--- src/rtl/bsb_div.sv ---
`timescale 1ns / 1ps
// ----------------------------------------------------------------------------
// Restoring divider
// Unsigned 64 by 34 bit division, one quotient bit per cycle.
// ----------------------------------------------------------------------------
module bsb_div (
    input  logic        i_clk,
    input  logic        i_rst_n,
    input  logic        i_go,
    input  logic [63:0] i_num,
    input  logic [33:0] i_den,
    output logic        o_done,
    output logic [63:0] o_quo
);
    logic [63:0] r_quo;
    logic [34:0] r_rem;
    logic [33:0] r_den;
    logic [6:0]  r_cnt;
    logic        r_busy;
    logic [34:0] w_sh;

    assign w_sh = {r_rem[33:0], r_quo[63]};
    assign o_quo = r_quo;
    assign o_done = r_busy && (r_cnt == 7'd0);

    always_ff @(posedge i_clk) begin
        if (!i_rst_n) begin
            r_busy <= 1'b0;
            r_cnt <= '0;
        end else if (i_go) begin
            r_busy <= 1'b1;
            r_cnt <= 7'd64;
            r_quo <= i_num;
            r_rem <= '0;
            r_den <= i_den;
        end else if (r_busy) begin
            if (r_cnt == 7'd0) begin
                r_busy <= 1'b0;
            end else begin
                r_cnt <= r_cnt - 7'd1;
                if (w_sh >= {1'b0, r_den}) begin
                    r_rem <= w_sh - {1'b0, r_den};
                    r_quo <= {r_quo[62:0], 1'b1};
                end else begin
                    r_rem <= w_sh;
                    r_quo <= {r_quo[62:0], 1'b0};
                end
            end
        end
    end
endmodule

--- config.mk ---
export PLATFORM = sky130hd
export DESIGN_NAME = bsb_div
export DESIGN_NICKNAME = d
export VERILOG_FILES = /design/src/rtl/bsb_div.sv
export SDC_FILE = /design/constraint.sdc
export NUM_CORES = 1
export LEC_CHECK = 0
export ABC_AREA = 1
export BUFFER_PORTS_ARGS = -buffer_cell sky130_fd_sc_hd__buf_2
export CAP_MARGIN = 10
export CORE_UTILIZATION = 60
export CTS_BUF_LIST = sky130_fd_sc_hd__clkbuf_4 sky130_fd_sc_hd__clkbuf_8 sky130_fd_sc_hd__clkbuf_16
export CTS_CLUSTER_SIZE = 14
export DETAILED_ROUTE_END_ITERATION = 8
export GPL_TIMING_DRIVEN = 1
export PLACE_DENSITY = 0.86
export SETUP_SLACK_MARGIN = 0.1
export SKIP_CTS_REPAIR_TIMING = 1
export SKIP_LAST_GASP = 1
export SLEW_MARGIN = 20
export SYNTH_ARGS = -nofsm -noshare
export SYNTH_HDL_FRONTEND = slang
export SYNTH_SLANG_ARGS = --single-unit
--- constraint.sdc ---
create_clock -name i_clk -period 21.7 [get_ports i_clk]
set_input_delay 3.255 -clock i_clk [delete_from_list [all_inputs] [get_ports i_clk]]
set_output_delay 3.255 -clock i_clk [all_outputs]
set_load 0.01 [all_outputs]
**Yosys cells after proc, flatten, opt, wreduce, memory -nomap -nowiden**

Index checks and enable logic that the tools add are counted.

- Add/sub/neg operators: 2
- Magnitude comparators: 1
- Equality and inequality tests: 1
- Multiplexer cells: 13
- Bitwise gates (word level): 2
- Reduce and logical (&&, ||, !) cells: 8

Operators with widths:

| operator | count |
|---|---|
| 64-bit 2-to-1 mux | 3 |
| 34-bit 2-to-1 mux | 3 |
| 35-bit by 34-bit greater-or-equal comparator with 1-bit output | 1 |
| 34-bit subtractor | 1 |
| 7-bit 2-to-1 mux | 3 |
| 7-bit logical NOT | 1 |
| 7-bit by 1-bit subtractor with 7-bit output, second input constant | 1 |
| 2-bit AND reduction | 3 |
| 1-bit 2-to-1 mux | 4 |
| 3-bit AND reduction | 1 |
| 2-bit inequality test, second input constant | 1 |
| 1-bit NOT | 2 |
| 2-bit nonzero test | 1 |
| 2-bit OR reduction | 1 |
| 1-bit logical AND | 1 |

- Register bits: 140
- Input bits: 101
- Output and inout bits: 65
- Word-level logic and storage cells: 33

**Longest topological paths before layout**

- Word-level depth: 5
- Gate-level depth with buffers: 18
- Depth with buffers taken out: 17

**Worst setup path after synthesis**

No wires, ideal clock.

- Path kind: input -> register
- From: input port i_go
- To: register r_quo[0] (netlist: o_quo[0]), enable pin
- Setup time: 0.587 ns
- Data arrival time: 8.460 ns
- Data required time: 21.113 ns
- Setup slack: 12.653 ns
- Stages on the path: 4
- Path buffers: 2
- Cell sequence: clkbuf_1 > inv_2 > clkbuf_8 > a21oi_1

- Longest elaborated chain between the ends: 2
- Elaborated cells on any way between the ends: 3
- Classes of those cells: eq/ne: 1; reduce/logical: 2

RTL lines:

| item | RTL line | text |
|---|---|---|
| from (decl) | 9 | `input logic i_go,` |
| 2-bit inequality test (no line) or 2-bit nonzero test (tied branches) | - |  |
| 3-bit AND reduction (no line) (*) | - |  |
| to (signal assigned) | 33 | `r_quo <= i_num;` |
| to (signal assigned) | 43 | `r_quo <= {r_quo[62:0], 1'b1};` |
| to (signal assigned) | 46 | `r_quo <= {r_quo[62:0], 1'b0};` |
| to (decl) | 15 | `logic [63:0] r_quo;` |

Every way passes the cells marked *; elsewhere a longest branch is shown, timed or not.
A chain may end at the register's enable or synchronous reset.

**Final worst setup path**

- From: input port i_go
- To: register r_rem[18], enable pin

- Longest elaborated chain between the ends: 2
- Elaborated cells on any way between the ends: 3
- Classes of those cells: eq/ne: 1; reduce/logical: 2

RTL lines:

| item | RTL line | text |
|---|---|---|
| 2-bit inequality test (no line) or 2-bit nonzero test (tied branches) | - |  |
| 3-bit AND reduction (no line) (*) | - |  |
| to (signal assigned) | 42 | `r_rem <= w_sh - {1'b0, r_den};` |
| to (signal assigned) | 45 | `r_rem <= w_sh;` |
| to (decl) | 16 | `logic [34:0] r_rem;` |

Marked as above.

==> results.sh <==
export IMPL_n_antenna_cell=0
export IMPL_synthesis_area_sq_mm=0.00867
export IMPL_dp_slack_ns=15.46
export IMPL_status="completed"
export IMPL_arrival_ns=5.89
export IMPL_area_growth_pct=17.1
export IMPL_dp_hpwl_um=15000
export IMPL_grt_first_pass_wirelength_um=33600
export IMPL_rrSetupSlack_ns=18.51
export IMPL_htreeDepth=4
export IMPL_r2r_start="r_cnt[0]"
export IMPL_slew_headroom_pct=44.9
export IMPL_syn_avg_cell_area_sq_um=7.86
export IMPL_start_kind="input port"
export IMPL_final_cell_mix="nand2_1, inv_1, buf_2"
export IMPL_io_buffers=165
export IMPL_rsz0062_at_grt="no"
export IMPL_met3_length_um=1530
export IMPL_comb_power_share_pct=23.4
export IMPL_path_max_fanout=87
export IMPL_synth_top_family_by_area="simple AND/OR/NAND/NOR gates"
export IMPL_grt_max_degree=88
export IMPL_r2r_cells=10
export IMPL_insertion_delay_ns=0.43
export IMPL_p_switching_w=0.000257
export IMPL_p_seq_share_pct=41.4
export IMPL_first_iter_violations=510
export IMPL_netlist_instances=1103
export IMPL_irDropWorstVdd_mv=0.0574
export IMPL_yosys_warnings=0
export IMPL_fin_skew_ns=0.0138
export IMPL_via_per_inst=5.08
export IMPL_slew_viol_final=0
export IMPL_drt_pass1_iter_count=5
export IMPL_pwr_share_clk_pct=35.2
export IMPL_dp_cells=1428
export IMPL_drive_gt1_share_pct=20.9
export IMPL_grt_pass1_vias=7113
export IMPL_max_stage_delay_ns=0.66
export IMPL_setup_viol=0
export IMPL_drc_errors=0
export IMPL_synth_adder_area_share_pct=5.28
export IMPL_top_layer="met4"
export IMPL_met1_length_um=8420
export IMPL_fmax_mhz=171
export IMPL_ys_ff_latch=140
export IMPL_clock_path_buffers=2
export IMPL_globalRouteOverflowTotal=0
export IMPL_clk_pin_slew_worst_paths_ns=0.06
export IMPL_seq_area_frac_synth_pct=47.6
export IMPL_path_buf_inv=6
export IMPL_startpoint="i_go"
export IMPL_start_util_pct=62.0
export IMPL_fillCellCount=1083
export IMPL_hold_viol=0
export IMPL_wl_met2_um=10500
export IMPL_final_antenna_net_count=0
export IMPL_fin_tns_setup_ns=0
export IMPL_syn_nets=1240
export IMPL_antenna_found_initial=0
export IMPL_cp_depth=7
export IMPL_routed_wirelength_um=21000
export IMPL_worstMarginPinSlew_ns=0.826
export IMPL_crit_chain="buf_2 > buf_4 > inv_2 > buf_4 > a21oi_4 > buf_4 > buf_4"
export IMPL_internal_power_w=0.000552
export IMPL_globalplace_congestion=0.901
export IMPL_period_minus_slack_ns=5.83
export IMPL_core_sq_mm=0.0140
export IMPL_post_dp_cell_area_sq_mm=0.00958
export IMPL_grt_usage_pct=29.5
export IMPL_crit_path_frequent_cell="buf_4"
export IMPL_r2r_end="r_rem[18]"
export IMPL_endpoint="r_rem[18]"
export IMPL_cp_top_family="buffers and inverters"
export IMPL_swShare_pct=31.8
export IMPL_final_area_sq_mm=0.0101
export IMPL_p_per_area_mw_per_mm2=79.7
export IMPL_root_buffer="clkbuf_16"
export IMPL_finalWorstSetupSlack_ns=15.87
export IMPL_final_cells=1460
export IMPL_p_leak_nw=5.30
export IMPL_die_h_um=122
export IMPL_rows=43
export IMPL_io_pins=166
export IMPL_numCtsBuffers=17
export IMPL_synthMuxAreaShare_pct=0
export IMPL_required_ns=21.75
export IMPL_wire_per_inst_um=14.4
export IMPL_nNetsFinal=1404
export IMPL_final_common_cell="nand2_1"
export IMPL_dieArea_sq_mm=0.0149
export IMPL_slowest_stage="buf_4"
export IMPL_cts_tree="yes"
export IMPL_vias=7421
export IMPL_critPathKind="in2reg"
export IMPL_cap_violations=0
export IMPL_clock_sinks=140
export IMPL_synth_distinct_cells=35
export IMPL_fp_dieW_um=122
export IMPL_fin_crit_sh_pct=26.9
export IMPL_synthXorXnorAreaFrac_pct=1.62
export IMPL_hold_path_class="reg2reg"
export IMPL_synth_compound_area_share_pct=4.73
export IMPL_synthSimpleGateAreaFrac_pct=31.1
export IMPL_cp_end_kind="flip-flop"
## per-layer routing
| metal | up-vias | track usage [%] |
|---|---|---|
| met3 | 43 | 7.40 |
| met4 | 0 | 12.2 |
| met2 | 286 | 51.2 |
| met1 | 3350 | 34.8 |
| li1 | 3742 | - |
| met5 | - | 0 |
## per-stage QoR
step,hold WS (ns),power (W),utilization (%)
2_1_floorplan,0.439,0.000481,-
3_3_place_gp,0.449,0.000521,68.5
3_5_place_dp,0.458,0.000526,68.5
4_1_cts,0.467,0.000809,72.5
5_1_grt,0.495,0.000846,72.5
6_report,0.472,0.000809,72.5
## synthesized netlist by cell type, drive strengths merged
cell,number,area (sq um)
nand3b,11,95.1
nor3b,2,15.0
nor3,7,35.0
xnor2,1,8.76
and2,3,18.8
nor2,114,495
and3,2,12.5
buf,8,108
o21ai,6,30.0
inv,171,642
ha,35,438
nand4,4,25.0
nand2,491,1860
o21bai,22,240
dfxtp,8,160
nor4,1,6.26
a211oi,1,7.51
nand3,22,120
o211ai,1,7.51
fa,1,20.0
clkbuf,18,87.6
xor2,15,131
a21oi,25,125
edfxtp,132,3960
or2,2,12.5
## sequential cells by signal, indices dropped and copies added, names as in the netlist
signal	flops
r_cnt	7
r_busy	1
o_quo	64
r_den	34
r_rem	34
## power by group through the flow
stage	registers, W	clock network, W	logic [W]
4_1_cts	0.000335	0.000286	0.000188
3_5_place_dp	0.000340	0	0.000186
6_report	0.000335	0.000285	0.000189
3_3_place_gp	0.000339	0	0.000182
2_1_floorplan	0.000343	0	0.000138
5_1_grt	0.000337	0.000296	0.000214
## worst min-delay path: cells and delay by family, from the launching register on
family / cells / cell delay (ns)
compound gates: 1 / 0.05
flops: 1 / 0.31
simple gates: 1 / 0.06
## how the worst min path moves through the flow
stage | startpoint | endpoint | cells past startpoint
5_1_grt | r_cnt[0] | r_cnt[0] | 2
6_report | r_cnt[0] | r_cnt[0] | 2
3_5_place_dp | r_cnt[0] | r_cnt[0] | 2
3_3_place_gp | r_cnt[5] | r_cnt[5] | 2
4_1_cts | r_cnt[0] | r_cnt[0] | 2
2_1_floorplan | r_cnt[5] | r_cnt[5] | 2
## final cells by class
class | count | area [sq um] | area share, %
clock inverter | 14 | 135 | 1.33
inverter | 171 | 642 | 6.32
clock buffer | 18 | 433 | 4.27
tap | 180 | 225 | 2.22
multi-input combinational | 766 | 3720 | 36.6
timing repair buffer | 171 | 871 | 8.58
sequential | 140 | 4120 | 40.6
## cells by family after synthesis
| kind of cell | after synthesis |
|---|---|
| and+or+nand+nor | 659 |
| buffers and inverters | 197 |
| DFF | 140 |
| AOI/OAI and AO/OA | 55 |
| adders and majority gates | 36 |
| xor gates and xnor gates | 16 |
No activity file was read; power rests on OpenSTA's default activity.
